File: src/hdl/assert_macros.svh
// Assertion macros shared by the RTL files.
`ifndef ASSERT_MACROS_SVH
`define ASSERT_MACROS_SVH

// Same-cycle implication, checked out of reset.
`define ASSERT_IMPLIES(lbl, clk, rst_n, ante, cons, msg) \
    lbl: assert property (@(posedge clk) disable iff (!rst_n) (ante) |-> (cons)) \
        else $error(msg);

// Next-cycle implication, checked out of reset.
`define ASSERT_NEXT(lbl, clk, rst_n, ante, cons, msg) \
    lbl: assert property (@(posedge clk) disable iff (!rst_n) (ante) |=> (cons)) \
        else $error(msg);

`endif

File: src/hdl/ccps_pkg.sv
// Types and constants of the constant pool scanner.
package ccps_pkg;

    localparam int SLOT_W    = 16;
    localparam int TAG_W     = 8;
    localparam int OUT_OFF_W = 24;
    localparam int LEN_W     = 17;
    localparam int ADDR_W    = 3;
    localparam int DATA_W    = 32;

    localparam logic [OUT_OFF_W-1:0] OUT_OFF_MAX = '1;
    localparam logic [LEN_W-1:0]     LEN_MAX     = '1;

    // word index of the configuration registers (paddr[2])
    localparam logic REG_SLOT_COUNT = 1'b0;

    // constant pool tags
    localparam logic [TAG_W-1:0] TAG_UTF8       = 8'd1;
    localparam logic [TAG_W-1:0] TAG_INT        = 8'd3;
    localparam logic [TAG_W-1:0] TAG_FLOAT      = 8'd4;
    localparam logic [TAG_W-1:0] TAG_LONG       = 8'd5;
    localparam logic [TAG_W-1:0] TAG_DOUBLE     = 8'd6;
    localparam logic [TAG_W-1:0] TAG_CLASS      = 8'd7;
    localparam logic [TAG_W-1:0] TAG_STRING     = 8'd8;
    localparam logic [TAG_W-1:0] TAG_FIELDREF   = 8'd9;
    localparam logic [TAG_W-1:0] TAG_METHODREF  = 8'd10;
    localparam logic [TAG_W-1:0] TAG_IMETHODREF = 8'd11;
    localparam logic [TAG_W-1:0] TAG_NAMETYPE   = 8'd12;
    localparam logic [TAG_W-1:0] TAG_MHANDLE    = 8'd15;
    localparam logic [TAG_W-1:0] TAG_MTYPE      = 8'd16;
    localparam logic [TAG_W-1:0] TAG_INVDYN     = 8'd18;

    typedef struct packed {
        logic             start_req;
        logic [TAG_W-1:0] data_byte;
    } t_in_word;

    typedef struct packed {
        logic [SLOT_W-1:0]    entry_index;
        logic [TAG_W-1:0]     entry_tag;
        logic [OUT_OFF_W-1:0] entry_offset;
        logic [LEN_W-1:0]     entry_length;
        logic                 pool_done;
        logic                 tag_error;
    } t_result;

endpackage

File: src/hdl/ccps_apb_regs.sv
// APB register block holding the slot count.
module ccps_apb_regs (
    input  logic                                i_clk,
    input  logic                                i_rst_n,
    input  logic                                i_psel,
    input  logic                                i_penable,
    input  logic                                i_pwrite,
    input  logic [ccps_pkg::ADDR_W-1:0]         i_paddr,
    input  logic [ccps_pkg::DATA_W-1:0]         i_pwdata,
    output logic [ccps_pkg::DATA_W-1:0]         o_prdata,
    output logic                                o_pready,
    output logic [ccps_pkg::SLOT_W-1:0]         o_slot_count
);
    import ccps_pkg::*;

    logic [SLOT_W-1:0] r_slot_count;
    logic              w_wr;

    assign o_pready = 1'b1;
    assign w_wr     = i_psel && i_penable && i_pwrite;

    always_ff @(posedge i_clk) begin
        if (!i_rst_n) begin
            r_slot_count <= '0;
        end else if (w_wr && i_paddr[2] == REG_SLOT_COUNT) begin
            r_slot_count <= i_pwdata[SLOT_W-1:0];
        end
    end

    always_comb begin
        unique case (i_paddr[2])
            REG_SLOT_COUNT: o_prdata = DATA_W'(r_slot_count);
            default:        o_prdata = '0;
        endcase
    end

    assign o_slot_count = r_slot_count;

endmodule

File: src/hdl/ccps_in_stage.sv
// Input register stage for incoming pool bytes.
module ccps_in_stage (
    input  logic               i_clk,
    input  logic               i_rst_n,
    input  logic               i_valid,
    output logic               o_ready,
    input  ccps_pkg::t_in_word i_word,
    output logic               o_valid,
    input  logic               i_take,
    output ccps_pkg::t_in_word o_word
);
    import ccps_pkg::*;

    logic     r_valid;
    t_in_word r_word;

    // free when empty or when the held word moves on this cycle
    assign o_ready = !r_valid || i_take;

    always_ff @(posedge i_clk) begin
        if (!i_rst_n) begin
            r_valid <= 1'b0;
        end else if (o_ready) begin
            r_valid <= i_valid;
        end
    end

    always_ff @(posedge i_clk) begin
        if (o_ready && i_valid) begin
            r_word <= i_word;
        end
    end

    assign o_valid = r_valid;
    assign o_word  = r_word;

endmodule

File: src/hdl/ccps_scan_core.sv
// Entry scanner: tag decode, counters and the result register.
module ccps_scan_core #(
    parameter int OFFSET_WIDTH = 24
) (
    input  logic                        i_clk,
    input  logic                        i_rst_n,
    input  logic [ccps_pkg::SLOT_W-1:0] i_slot_count,
    input  logic                        i_in_valid,
    input  ccps_pkg::t_in_word          i_in_word,
    output logic                        o_in_take,
    output logic                        o_out_valid,
    input  logic                        i_out_ready,
    output ccps_pkg::t_result           o_out
);
    import ccps_pkg::*;

    typedef enum logic [2:0] {
        PH_IDLE, PH_TAG, PH_LEN_HI, PH_LEN_LO, PH_BODY, PH_STOP
    } t_phase;

    localparam logic [OFFSET_WIDTH-1:0] OFF_MAX = '1;
    localparam int WIDE = (OFFSET_WIDTH > OUT_OFF_W) ? OFFSET_WIDTH : OUT_OFF_W;

    // data bytes after the tag for fixed-size entries; zero for UTF-8 and bad tags
    function automatic logic [3:0] body_size(input logic [TAG_W-1:0] tag);
        case (tag) inside
            TAG_INT, TAG_FLOAT, TAG_FIELDREF, TAG_METHODREF, TAG_IMETHODREF,
            TAG_NAMETYPE, TAG_INVDYN:          body_size = 4'd4;
            TAG_LONG, TAG_DOUBLE:              body_size = 4'd8;
            TAG_CLASS, TAG_STRING, TAG_MTYPE:  body_size = 4'd2;
            TAG_MHANDLE:                       body_size = 4'd3;
            default:                           body_size = 4'd0;
        endcase
    endfunction

    t_phase                  r_phase, n_phase;
    logic [SLOT_W:0]         r_slot_index, n_slot_index;
    logic [OFFSET_WIDTH-1:0] r_byte_offset, n_byte_offset;
    logic [OFFSET_WIDTH-1:0] r_entry_start, n_entry_start;
    logic [TAG_W-1:0]        r_cur_tag, n_cur_tag;
    logic [SLOT_W-1:0]       r_bytes_left, n_bytes_left;
    logic [TAG_W-1:0]        r_len_high, n_len_high;
    logic                    r_out_valid, n_out_valid;
    t_result                 r_out, n_out;

    logic                    w_out_free;
    logic                    w_proc;
    logic [TAG_W-1:0]        w_byte;
    logic [OFFSET_WIDTH-1:0] w_here;
    logic [3:0]              w_size;
    logic [SLOT_W-1:0]       w_full_len;
    logic [SLOT_W-1:0]       w_left_dec;
    logic [SLOT_W+1:0]       w_next_slot;
    logic                    w_done;
    logic [OFFSET_WIDTH:0]   w_span;
    logic [LEN_W-1:0]        w_utf_len;
    logic [LEN_W-1:0]        w_fix_len;
    logic [WIDE-1:0]         w_start_ext;
    logic [OUT_OFF_W-1:0]    w_off_out;

    assign w_out_free = !r_out_valid || i_out_ready;
    assign w_proc     = i_in_valid && w_out_free;
    assign o_in_take  = w_proc;
    assign w_byte     = i_in_word.data_byte;
    assign w_size     = body_size(w_byte);
    assign w_full_len = {r_len_high, w_byte};
    assign w_left_dec = (r_bytes_left != '0) ? r_bytes_left - 1'b1 : r_bytes_left;

    // offset of this byte; a start restarts the count at zero
    assign w_here = i_in_word.start_req ? '0 : r_byte_offset;

    assign w_next_slot = (r_cur_tag == TAG_LONG || r_cur_tag == TAG_DOUBLE)
                       ? {1'b0, r_slot_index} + (SLOT_W+2)'(2)
                       : {1'b0, r_slot_index} + (SLOT_W+2)'(1);
    assign w_done      = w_next_slot >= (SLOT_W+2)'(i_slot_count);

    assign w_span    = {1'b0, w_here} - {1'b0, r_entry_start} + (OFFSET_WIDTH+1)'(1);
    assign w_utf_len = (w_span > (OFFSET_WIDTH+1)'(LEN_MAX)) ? LEN_MAX : w_span[LEN_W-1:0];
    assign w_fix_len = LEN_W'(body_size(r_cur_tag)) + LEN_W'(1);

    assign w_start_ext = WIDE'(n_entry_start);
    assign w_off_out   = (w_start_ext > WIDE'(OUT_OFF_MAX)) ? OUT_OFF_MAX
                                                            : w_start_ext[OUT_OFF_W-1:0];

    always_comb begin
        n_phase       = r_phase;
        n_slot_index  = r_slot_index;
        n_byte_offset = r_byte_offset;
        n_entry_start = r_entry_start;
        n_cur_tag     = r_cur_tag;
        n_bytes_left  = r_bytes_left;
        n_len_high    = r_len_high;
        n_out_valid   = w_out_free ? 1'b0 : r_out_valid;
        n_out         = r_out;

        if (w_proc) begin
            if (i_in_word.start_req) begin
                n_slot_index  = '0;
                n_byte_offset = '0;
                n_bytes_left  = '0;
                n_len_high    = '0;
                n_phase       = (i_slot_count == '0) ? PH_STOP : PH_TAG;
            end

            if (n_phase == PH_TAG || n_phase == PH_LEN_HI
                    || n_phase == PH_LEN_LO || n_phase == PH_BODY) begin
                n_byte_offset = (w_here != OFF_MAX) ? w_here + 1'b1 : w_here;
                n_out.entry_index  = n_slot_index[SLOT_W-1:0];
                n_out.pool_done    = 1'b0;
                n_out.tag_error    = 1'b0;
                n_out.entry_length = LEN_W'(1);

                unique case (n_phase)
                    PH_TAG: begin
                        n_entry_start = w_here;
                        n_cur_tag     = w_byte;
                        if (w_byte == TAG_UTF8) begin
                            n_phase = PH_LEN_HI;
                        end else if (w_size == '0) begin
                            n_phase         = PH_STOP;
                            n_out_valid     = 1'b1;
                            n_out.tag_error = 1'b1;
                        end else begin
                            n_bytes_left = SLOT_W'(w_size);
                            n_phase      = PH_BODY;
                        end
                    end
                    PH_LEN_HI: begin
                        n_len_high = w_byte;
                        n_phase    = PH_LEN_LO;
                    end
                    PH_LEN_LO: begin
                        n_bytes_left = w_full_len;
                        if (w_full_len == '0) begin
                            n_out_valid        = 1'b1;
                            n_out.entry_length = LEN_W'(3);
                            n_out.pool_done    = w_done;
                            n_slot_index       = w_next_slot[SLOT_W:0];
                            n_phase            = w_done ? PH_STOP : PH_TAG;
                        end else begin
                            n_phase = PH_BODY;
                        end
                    end
                    default: begin
                        n_bytes_left = w_left_dec;
                        if (w_left_dec == '0) begin
                            n_out_valid        = 1'b1;
                            n_out.entry_length = (r_cur_tag == TAG_UTF8) ? w_utf_len
                                                                         : w_fix_len;
                            n_out.pool_done    = w_done;
                            n_slot_index       = w_next_slot[SLOT_W:0];
                            n_phase            = w_done ? PH_STOP : PH_TAG;
                        end
                    end
                endcase

                n_out.entry_tag    = n_cur_tag;
                n_out.entry_offset = w_off_out;
            end
        end
    end

    always_ff @(posedge i_clk) begin
        if (!i_rst_n) begin
            r_phase       <= PH_IDLE;
            r_slot_index  <= '0;
            r_byte_offset <= '0;
            r_entry_start <= '0;
            r_cur_tag     <= '0;
            r_bytes_left  <= '0;
            r_len_high    <= '0;
            r_out_valid   <= 1'b0;
        end else begin
            r_phase       <= n_phase;
            r_slot_index  <= n_slot_index;
            r_byte_offset <= n_byte_offset;
            r_entry_start <= n_entry_start;
            r_cur_tag     <= n_cur_tag;
            r_bytes_left  <= n_bytes_left;
            r_len_high    <= n_len_high;
            r_out_valid   <= n_out_valid;
        end
        r_out <= n_out;
    end

    assign o_out_valid = r_out_valid;
    assign o_out       = r_out;

endmodule

File: src/hdl/class_constant_pool_scanner_top.sv
// Top level of the class-file constant pool scanner.
//
//  port group   dir  word                                  accepted when
//  s_axis       in   tdata: data_byte; tuser: start_req   tvalid & tready
//  m_axis       out  tdata: entry fields; tlast: pool_done tvalid & tready
//                    tuser: tag_error
//  apb          in   slot_count at byte address 0          psel & penable & pwrite
//
// One byte a cycle is taken while no result word stalls; a result word is
// loaded into the result register as its last byte leaves the input register.
// Every byte, whether it completes an entry or not, waits while a result word
// sits unaccepted. Reset is synchronous; no clearing pass is needed after it.
// A stalled result holds in the result register; one more byte then waits in the
// input register before tready drops.
`include "assert_macros.svh"

module class_constant_pool_scanner_top #(
    parameter int OFFSET_WIDTH = 24
) (
    input  logic                          i_clk,
    input  logic                          i_rst_n,
    input  logic                          i_s_axis_tvalid,
    output logic                          o_s_axis_tready,
    input  logic [7:0]                    i_s_axis_tdata,   // [7:0] data_byte
    input  logic [0:0]                    i_s_axis_tuser,   // [0] start_req
    output logic                          o_m_axis_tvalid,
    input  logic                          i_m_axis_tready,
    // [15:0] entry_index, [23:16] entry_tag, [47:24] entry_offset,
    // [64:48] entry_length, [71:65] zero
    output logic [71:0]                   o_m_axis_tdata,
    output logic                          o_m_axis_tlast,   // pool_done
    output logic [0:0]                    o_m_axis_tuser,   // [0] tag_error
    input  logic                          i_psel,
    input  logic                          i_penable,
    input  logic                          i_pwrite,
    input  logic [ccps_pkg::ADDR_W-1:0]   i_paddr,
    input  logic [ccps_pkg::DATA_W-1:0]   i_pwdata,
    output logic [ccps_pkg::DATA_W-1:0]   o_prdata,
    output logic                          o_pready
);
    import ccps_pkg::*;

    logic [SLOT_W-1:0] w_slot_count;
    t_in_word          w_in_word;
    t_in_word          w_stage_word;
    logic              w_stage_valid;
    logic              w_take;
    t_result           w_res;

    assign w_in_word.start_req = i_s_axis_tuser[0];
    assign w_in_word.data_byte = i_s_axis_tdata;

    ccps_apb_regs u_regs (
        .i_clk        (i_clk),
        .i_rst_n      (i_rst_n),
        .i_psel       (i_psel),
        .i_penable    (i_penable),
        .i_pwrite     (i_pwrite),
        .i_paddr      (i_paddr),
        .i_pwdata     (i_pwdata),
        .o_prdata     (o_prdata),
        .o_pready     (o_pready),
        .o_slot_count (w_slot_count)
    );

    ccps_in_stage u_in (
        .i_clk   (i_clk),
        .i_rst_n (i_rst_n),
        .i_valid (i_s_axis_tvalid),
        .o_ready (o_s_axis_tready),
        .i_word  (w_in_word),
        .o_valid (w_stage_valid),
        .i_take  (w_take),
        .o_word  (w_stage_word)
    );

    ccps_scan_core #(
        .OFFSET_WIDTH (OFFSET_WIDTH)
    ) u_core (
        .i_clk        (i_clk),
        .i_rst_n      (i_rst_n),
        .i_slot_count (w_slot_count),
        .i_in_valid   (w_stage_valid),
        .i_in_word    (w_stage_word),
        .o_in_take    (w_take),
        .o_out_valid  (o_m_axis_tvalid),
        .i_out_ready  (i_m_axis_tready),
        .o_out        (w_res)
    );

    assign o_m_axis_tdata = {7'b0, w_res.entry_length, w_res.entry_offset,
                             w_res.entry_tag, w_res.entry_index};
    assign o_m_axis_tlast = w_res.pool_done;
    assign o_m_axis_tuser = w_res.tag_error;

    `ASSERT_IMPLIES(a_err_shape, i_clk, i_rst_n,
        o_m_axis_tvalid && w_res.tag_error,
        w_res.entry_length == LEN_W'(1) && !w_res.pool_done,
        "error word with bad length or done flag")
    `ASSERT_IMPLIES(a_ready_low, i_clk, i_rst_n,
        !o_s_axis_tready,
        w_stage_valid && o_m_axis_tvalid && !i_m_axis_tready,
        "input stalled without a result stall")
    `ASSERT_IMPLIES(a_fixed_len, i_clk, i_rst_n,
        o_m_axis_tvalid && w_res.entry_tag != TAG_UTF8,
        w_res.entry_length <= LEN_W'(9),
        "fixed-size entry longer than nine bytes")
    `ASSERT_NEXT(a_no_take_stall, i_clk, i_rst_n,
        o_m_axis_tvalid && !i_m_axis_tready,
        o_m_axis_tvalid,
        "result dropped while stalled")

endmodule
File: config.mk
export PLATFORM = sky130hd
export DESIGN_NAME = class_constant_pool_scanner_top
export DESIGN_NICKNAME = d
export VERILOG_FILES = /design/src/hdl/ccps_pkg.sv /design/src/hdl/ccps_apb_regs.sv /design/src/hdl/ccps_in_stage.sv /design/src/hdl/ccps_scan_core.sv /design/src/hdl/class_constant_pool_scanner_top.sv
export VERILOG_INCLUDE_DIRS = /design/src /design/src/hdl
export SDC_FILE = /design/constraint.sdc
export NUM_CORES = 1
export LEC_CHECK = 0
export ABC_AREA = 1
export BUFFER_PORTS_ARGS = -buffer_cell sky130_fd_sc_hd__buf_4
export CAP_MARGIN = 40
export CELL_PAD_IN_SITES_DETAIL_PLACEMENT = 1
export CELL_PAD_IN_SITES_GLOBAL_PLACEMENT = 1
export CORE_MARGIN = 2
export CORE_UTILIZATION = 46
export DETAILED_ROUTE_END_ITERATION = 8
export GPL_TIMING_DRIVEN = 0
export PLACE_DENSITY_LB_ADDON = 0.1
export RECOVER_POWER = 100
export SYNTH_ARGS = -nofsm -noshare
export SYNTH_HDL_FRONTEND = slang
export SYNTH_SLANG_ARGS = --single-unit
export TNS_END_PERCENT = 100
File: constraint.sdc
create_clock -name i_clk -period 5.2 [get_ports i_clk]
set_input_delay 0.52 -clock i_clk [delete_from_list [all_inputs] [get_ports i_clk]]
set_output_delay 0.52 -clock i_clk [all_outputs]
set_load 0.005 [all_outputs]
# Word level (Yosys, flattened, before mapping)
# Index checks and enable logic that the tools add are counted.
totals:
  regBits: 194
  in_bits: 51
  elab_cells: 145
classes:
  n_addsub: 7
  n_lt_le_gt_ge: 3
  eq_ne: 33
  mux: 55
  bitwise_logic: 2
  reduce_logical: 27
op_table:
  columns: ["op", "count"]
  rows:
  - ["2-to-1 mux 24 bit", 6]
  - ["2-to-1 mux 17 bit", 6]
  - ["equality test 8 x 4 -> 1 bit (second input constant)", 12]
  - ["2-to-1 mux 16 bit", 6]
  - ["equality test 8 x 3 -> 1 bit (second input constant)", 8]
  - ["logical NOT 16 bit", 3]
  - ["one-hot mux 16 bit (3 select lines)", 1]
  - ["2-to-1 mux 18 bit", 2]
  - ["one-hot mux 18 bit (2 select lines)", 1]
  - ["one-hot mux 17 bit (2 select lines)", 1]
  - ["equality test 8 x 5 -> 1 bit (second input constant)", 4]
  - ["2-to-1 mux 8 bit", 4]
  - ["2-to-1 mux 3 bit", 9]
  - ["adder 25 x 1 -> 25 bit (second input constant)", 1]
  - ["greater-than comparator 25 x 17 -> 1 bit (second input constant)", 1]
  - ["subtractor 24 x 24 -> 25 bit", 1]
  - ["adder 24 x 1 -> 24 bit (second input constant)", 1]
  - ["greater-than comparator 24 bit (second input constant)", 1]
  - ["2-to-1 mux 4 bit", 6]
  - ["inequality test 24 bit (second input constant)", 1]
  - ["adder 17 x 1 -> 18 bit (second input constant)", 1]
  - ["adder 17 x 2 -> 18 bit (second input constant)", 1]
  - ["greater-or-equal comparator 18 x 16 -> 1 bit", 1]
  - ["equality test 8 x 1 -> 1 bit (second input constant)", 2]
  - ["other kinds (20)", 47]

# Longest topological paths before layout
logic_depth:
  ltp_word: 11
  depth_mapped: 25
  ltp_nobuf: 25

# Cells and area by module
# A second synthesis with hierarchy kept.
unflattened:
  hier_cells: 2122
  hier_area_um2: 14143.6
modules_own_cells:
  columns: ["module", "n_inst", "cells_per_inst", "area_per_inst_um2", "seq_area_each_um2"]
  rows:
  - ["ccps_scan_core", 1, 1937, 12697.2, 4033.9]
  - ["ccps_apb_regs", 1, 161, 1068.5, 320.3]
  - ["ccps_in_stage", 1, 16, 321.6, 290.3]
  - ["class_constant_pool_scanner_top", 1, 8, 56.3, 0.0]

# Worst setup path before layout
# Ideal clock, no wire load.
synth_timing:
  path_type: "flip-flop to flip-flop"
  from: "register u_in.r_word, in the netlist u_in.o_word[8]"
  to: "register u_core.r_out, in the netlist u_core.o_out[10] (data pin)"
  setup_time_ns: 0.268
  arrival_ns: 3.141
  slack_ns: 1.791
  stages_incl_launch_ff: 22
  n_path_buf: 5
  cell_sequence: "edfxtp_1 -> buf_4 -> clkinv_2 -> buf_4 -> clkbuf_1 -> clkbuf_1 -> a21oi_1 -> nor2_1 -> ha_1 -> a21oi_1 -> nand2_1 -> nand2_1 -> nand2_1 -> nand4_1 -> nand2_1 -> nand3_1 -> nand2_1 -> nand2_1 -> nand3_1 -> nor2_2 -> buf_2 -> a31oi_2"
synth_via:
  elab_chain_cells: 8
  elab_cells_between_ends: 14
  cone_classes: "add/sub (2); order compare (1); eq/ne (3); mux (7); reduce/logical (1)"
synth_rtl:
  columns: ["item", "line", "text"]
  rows:
  - ["start: declaration", "ccps_in_stage.sv:15", "t_in_word r_word;"]
  - ["start signal: assignment", "ccps_in_stage.sv:30", "r_word <= i_word;"]
  - ["2-to-1 mux 24 bit", "ccps_scan_core.sv:70", "assign w_here = i_in_word.start_req ? '0 : r_byte_offset;"]
  - ["subtractor 24 x 24 -> 25 bit", "ccps_scan_core.sv:77", "assign w_span = {1'b0, w_here} - {1'b0, r_entry_start} + (OFFSET_WIDTH+1)'(1);"]
  - ["adder 25 x 1 -> 25 bit", "ccps_scan_core.sv:77", null]
  - ["greater-than comparator 25 x 17 -> 1 bit", "ccps_scan_core.sv:78", "assign w_utf_len = (w_span > (OFFSET_WIDTH+1)'(LEN_MAX)) ? LEN_MAX : w_span[LEN_W-1:0];"]
  - ["2-to-1 mux 17 bit", "ccps_scan_core.sv:78", null]
  - ["2-to-1 mux 17 bit", "ccps_scan_core.sv:148", "n_out.entry_length = (r_cur_tag == TAG_UTF8) ? w_utf_len"]
  - ["2-to-1 mux 18 bit", "ccps_scan_core.sv:146", "if (w_left_dec == '0) begin"]
  - ["one-hot mux 18 bit (2 select lines) *", "ccps_scan_core.sv:113", "unique case (n_phase)"]
  - ["end signal: assignment", "ccps_scan_core.sv:183", "r_out <= n_out;"]
  - ["end: declaration", "ccps_scan_core.sv:44", "t_result r_out, n_out;"]
# Mark *: on every way between the ends. The rest lies on a longest branch, timed or not. The select of a mux whose other input is x is not followed.
# A chain may end at the register's enable or synchronous reset.

# Final worst setup path
# Ends and elaborated chain as after synthesis.

==> flow_metrics.env <==
export IMPL_synth_area_per_cell_sq_um=6.90
export IMPL_outcome="complete, no violations"
export IMPL_r2r_slack_ns=0.31
export IMPL_place_congestion=0.928
export IMPL_min_to="u_in.o_word[5]"
export IMPL_fill_cells=3879
export IMPL_core_area_sq_um=28700
export IMPL_setup_ws_ns=0.310
export IMPL_final_core_utilization=0.534
export IMPL_cts_root_buf="clkbuf_16"
export IMPL_cap_violations=0
export IMPL_place_area_sq_um=14900
export IMPL_hold_path_depth=1
export IMPL_avgRoutedWirePerCell_um=19.7
export IMPL_io_pins=160
export IMPL_min_period_ns=4.89
export IMPL_ys_flop_type="dfxtp_1"
export IMPL_min_from="i_s_axis_tdata[5]"
export IMPL_finalMaxSlewViolations=0
export IMPL_peakVddDrop_uv=204
export IMPL_drc_errors=0
export IMPL_yosysWarnings=0
export IMPL_setup_tns_ns=0
export IMPL_endpoint_kind="flip-flop"
export IMPL_gr_total_overflow=0
export IMPL_fp_dieW_um=175
export IMPL_clk_latency_ns=0.46
export IMPL_rr_worst_depth=21
export IMPL_min_path_type="input port to flip-flop"
export IMPL_r2r_end="u_core.o_out[10]"
export IMPL_ys_types=53
export IMPL_die_height_um=175
export IMPL_area_growth_pct=14.0
export IMPL_synth_edff_count=76
export IMPL_seq_area_frac_synth=0.346
export IMPL_hold_buffers=0
export IMPL_via_count=14000
export IMPL_setup_viol=0
export IMPL_place_hpwl_mm=38.2
export IMPL_multiInputGateArea_sq_um=7330
export IMPL_cts_buffers_inserted=17
export IMPL_reg2reg_from="u_in.o_word[8]"
export IMPL_path_class="flip-flop to flip-flop"
export IMPL_io_buffer_count=116
export IMPL_drt_iter0_markers=985
export IMPL_initial_core_util=0.468
export IMPL_seq_area_sq_um=4640
export IMPL_cts_htree_levels=4
export IMPL_required_ns=5.38
export IMPL_fin_area_sq_um=15300
export IMPL_rsz0062_at_grt="no"
export IMPL_grt_total_usage=0.323
export IMPL_power_mw=4.16
export IMPL_dp_slack_ns=0.125
export IMPL_first_pass_iters=5
export IMPL_worst_pin_slew_ns=1.28
export IMPL_postRouteAntennaNets=0
export IMPL_cts_buffer_depth=2
export IMPL_hold_viol=0
export IMPL_pwr_density_cell_nw_per_um2=272
export IMPL_final_cell_mix="455 x nand2_1, 268 x nor2_1, 246 x inv_1, 148 x a21oi_1, 137 x o21ai_0"
export IMPL_antenna_cells=0
export IMPL_crit_arrival_ns=5.07
export IMPL_synth_seq_cells=194
export IMPL_dieArea_sq_um=30600
export IMPL_final_period_utilization=0.940
export IMPL_antenna_found_initial=0
export IMPL_synth_area_sq_um=13400
export IMPL_clock_sinks=194
export IMPL_p_leak_nw=6.74
export IMPL_grt_max_degree=58
export IMPL_layout_commonest_cell="nand2_1"
export IMPL_num_rows=62
export IMPL_async_flop_share=0
export IMPL_clock_skew_ns=0.0179
export IMPL_routed_wl_mm=49.4
export IMPL_grt_pass1_vias=14600
export IMPL_crit_fanout=10
export IMPL_slew_headroom=0.139
export IMPL_drive_gt1_frac=0.108
export IMPL_path_clk_slew_ns=0.09
export IMPL_cp_start_kind="flip-flop"
export IMPL_nNetsFinal=2211
export IMPL_fmax_ghz=0.204
export IMPL_cts_tree="done"
export IMPL_synth_cells=1948
export IMPL_grt_first_pass_wirelength_mm=77.9
export IMPL_routed_via_density=5.61
## per-stage QoR
| stage | hold WS, ns | cells |
|---|---|---|
| 6_report | 0.252 | 2503 |
| 3_5_place_dp | 0.456 | 2471 |
| 2_1_floorplan | 0.445 | 1970 |
| 4_1_cts | 0.219 | 2503 |
| 3_3_place_gp | 0.453 | 2470 |
| 5_1_grt | 0.241 | 2503 |
## flip-flops by register name, indices dropped and copies added, names as in the netlist
| name | flops |
|---|---|
| u_regs.o_slot_count | 16 |
| u_in.o_word | 9 |
| u_core.r_bytes_left | 16 |
| u_core.r_len_high | 8 |
| u_core.o_out | 67 |
| u_core.r_slot_index | 17 |
| u_core.o_out_valid | 1 |
| u_core.r_phase | 3 |
| u_core.r_cur_tag | 8 |
| u_core.r_byte_offset | 24 |
| u_core.r_entry_start | 24 |
| u_in.o_valid | 1 |
## per-layer routing
layer	wire, um	global-route usage	vias up	share of wire
met5	0	0	-	0
met4	1430	0.105	0	0.029
met3	2220	0.0400	100	0.045
met2	24500	0.569	418	0.50
met1	21300	0.410	6894	0.43
li1	-	-	6629	-
## final cells by class
cell class | instances | area share
timing repair buffer | 117 | 0.0544
buffer | 97 | 0.0336
sequential | 194 | 0.303
multi-input combinational | 1422 | 0.479
inverter | 257 | 0.0631
clock inverter | 14 | 0.00792
tap | 384 | 0.0314
clock buffer | 18 | 0.0280
## worst max-delay path, stage by stage, from the launching register on
cell      delay [ns]
edfxtp_1        0.39
buf_4           0.20
clkinv_2        0.18
buf_4           0.24
clkbuf_1        0.49
clkbuf_2        0.50
a21oi_1         0.16
nor2_1          0.13
ha_1            0.31
a21oi_1         0.17
nand2_1         0.18
nand2_1         0.11
nand2_1         0.10
nand4_1         0.10
nand2_1         0.12
nand3_1         0.12
nand2_1         0.05
nand2_1         0.05
nand3_1         0.08
nor2_2          0.38
buf_2           0.34
a31oi_1         0.17
## cell usage after synthesis (4+ instances only)
master,n,share of area
nand2_1,454,0.13
nor2_1,268,0.075
inv_1,245,0.068
a21oi_1,148,0.055
o21ai_0,123,0.046
dfxtp_1,118,0.18
nand3_1,78,0.029
edfxtp_1,76,0.17
xor2_1,56,0.036
ha_1,53,0.049
clkbuf_1,43,0.012
a211oi_1,32,0.018
buf_4,29,0.016
nor3_1,25,0.0093
o21ai_1,19,0.0071
nand4_1,17,0.0079
a31oi_1,16,0.0074
buf_2,16,0.0060
xnor2_1,13,0.0085
nor2_2,11,0.0051
o211ai_1,11,0.0061
o211ai_2,11,0.010
a31oi_2,10,0.0093
inv_2,9,0.0025
a221oi_1,7,0.0046
nor4_1,6,0.0028
buf_6,5,0.0042
buf_1,4,0.0011
nand2_2,4,0.0019
o21bai_1,4,0.0022
o22ai_1,4,0.0019
## power by group
group	internal [mW]	total, mW	leakage (nW)	switching (mW)
Sequential	1.67	1.73	1.68	0.0584
Combinational	0.339	1.11	4.79	0.773
Clock	0.631	1.32	0.267	0.692
Total	2.64	4.16	6.74	1.52
## worst max path at each step
stage | startpoint | slack (ns) | endpoint | cells past startpoint
floorplan | u_in.o_word[8] | 1.79 | u_core.o_out[10] | 21
global placement | u_in.o_word[8] | 0.29 | u_core.o_out[8] | 17
detailed placement | u_in.o_word[8] | 0.13 | u_core.o_out[10] | 21
CTS | u_in.o_word[8] | 0.07 | u_core.o_out[10] | 17
global route | u_in.o_word[8] | 0.04 | u_core.o_out[8] | 17
finish | u_in.o_word[8] | 0.31 | u_core.o_out[10] | 21
## cell families (layout without fill, tap and decap cells)
| logic type | Yosys count | count (layout) | synth area share |
|---|---|---|---|
| adders and majority gates | 54 | 54 | 0.0508 |
| xor gates and xnor gates | 69 | 69 | 0.0450 |
| DFF | 194 | 194 | 0.346 |
| buffers and inverters | 354 | 503 | 0.111 |
| AOI/OAI and AO/OA | 394 | 394 | 0.173 |
| and+or+nand+nor | 881 | 881 | 0.274 |
| other | 2 | 24 | 0.000559 |
## repair_timing
| item | CTS | global route |
|---|---|---|
| gates resized for setup | 0 | 3 |
| endpoints found under the setup margin | 0 | 16 |
| endpoints found under the hold margin | 0 | 0 |
| buffers inserted | 0 | 0 |
No activity file was read; power rests on OpenSTA's default activity.
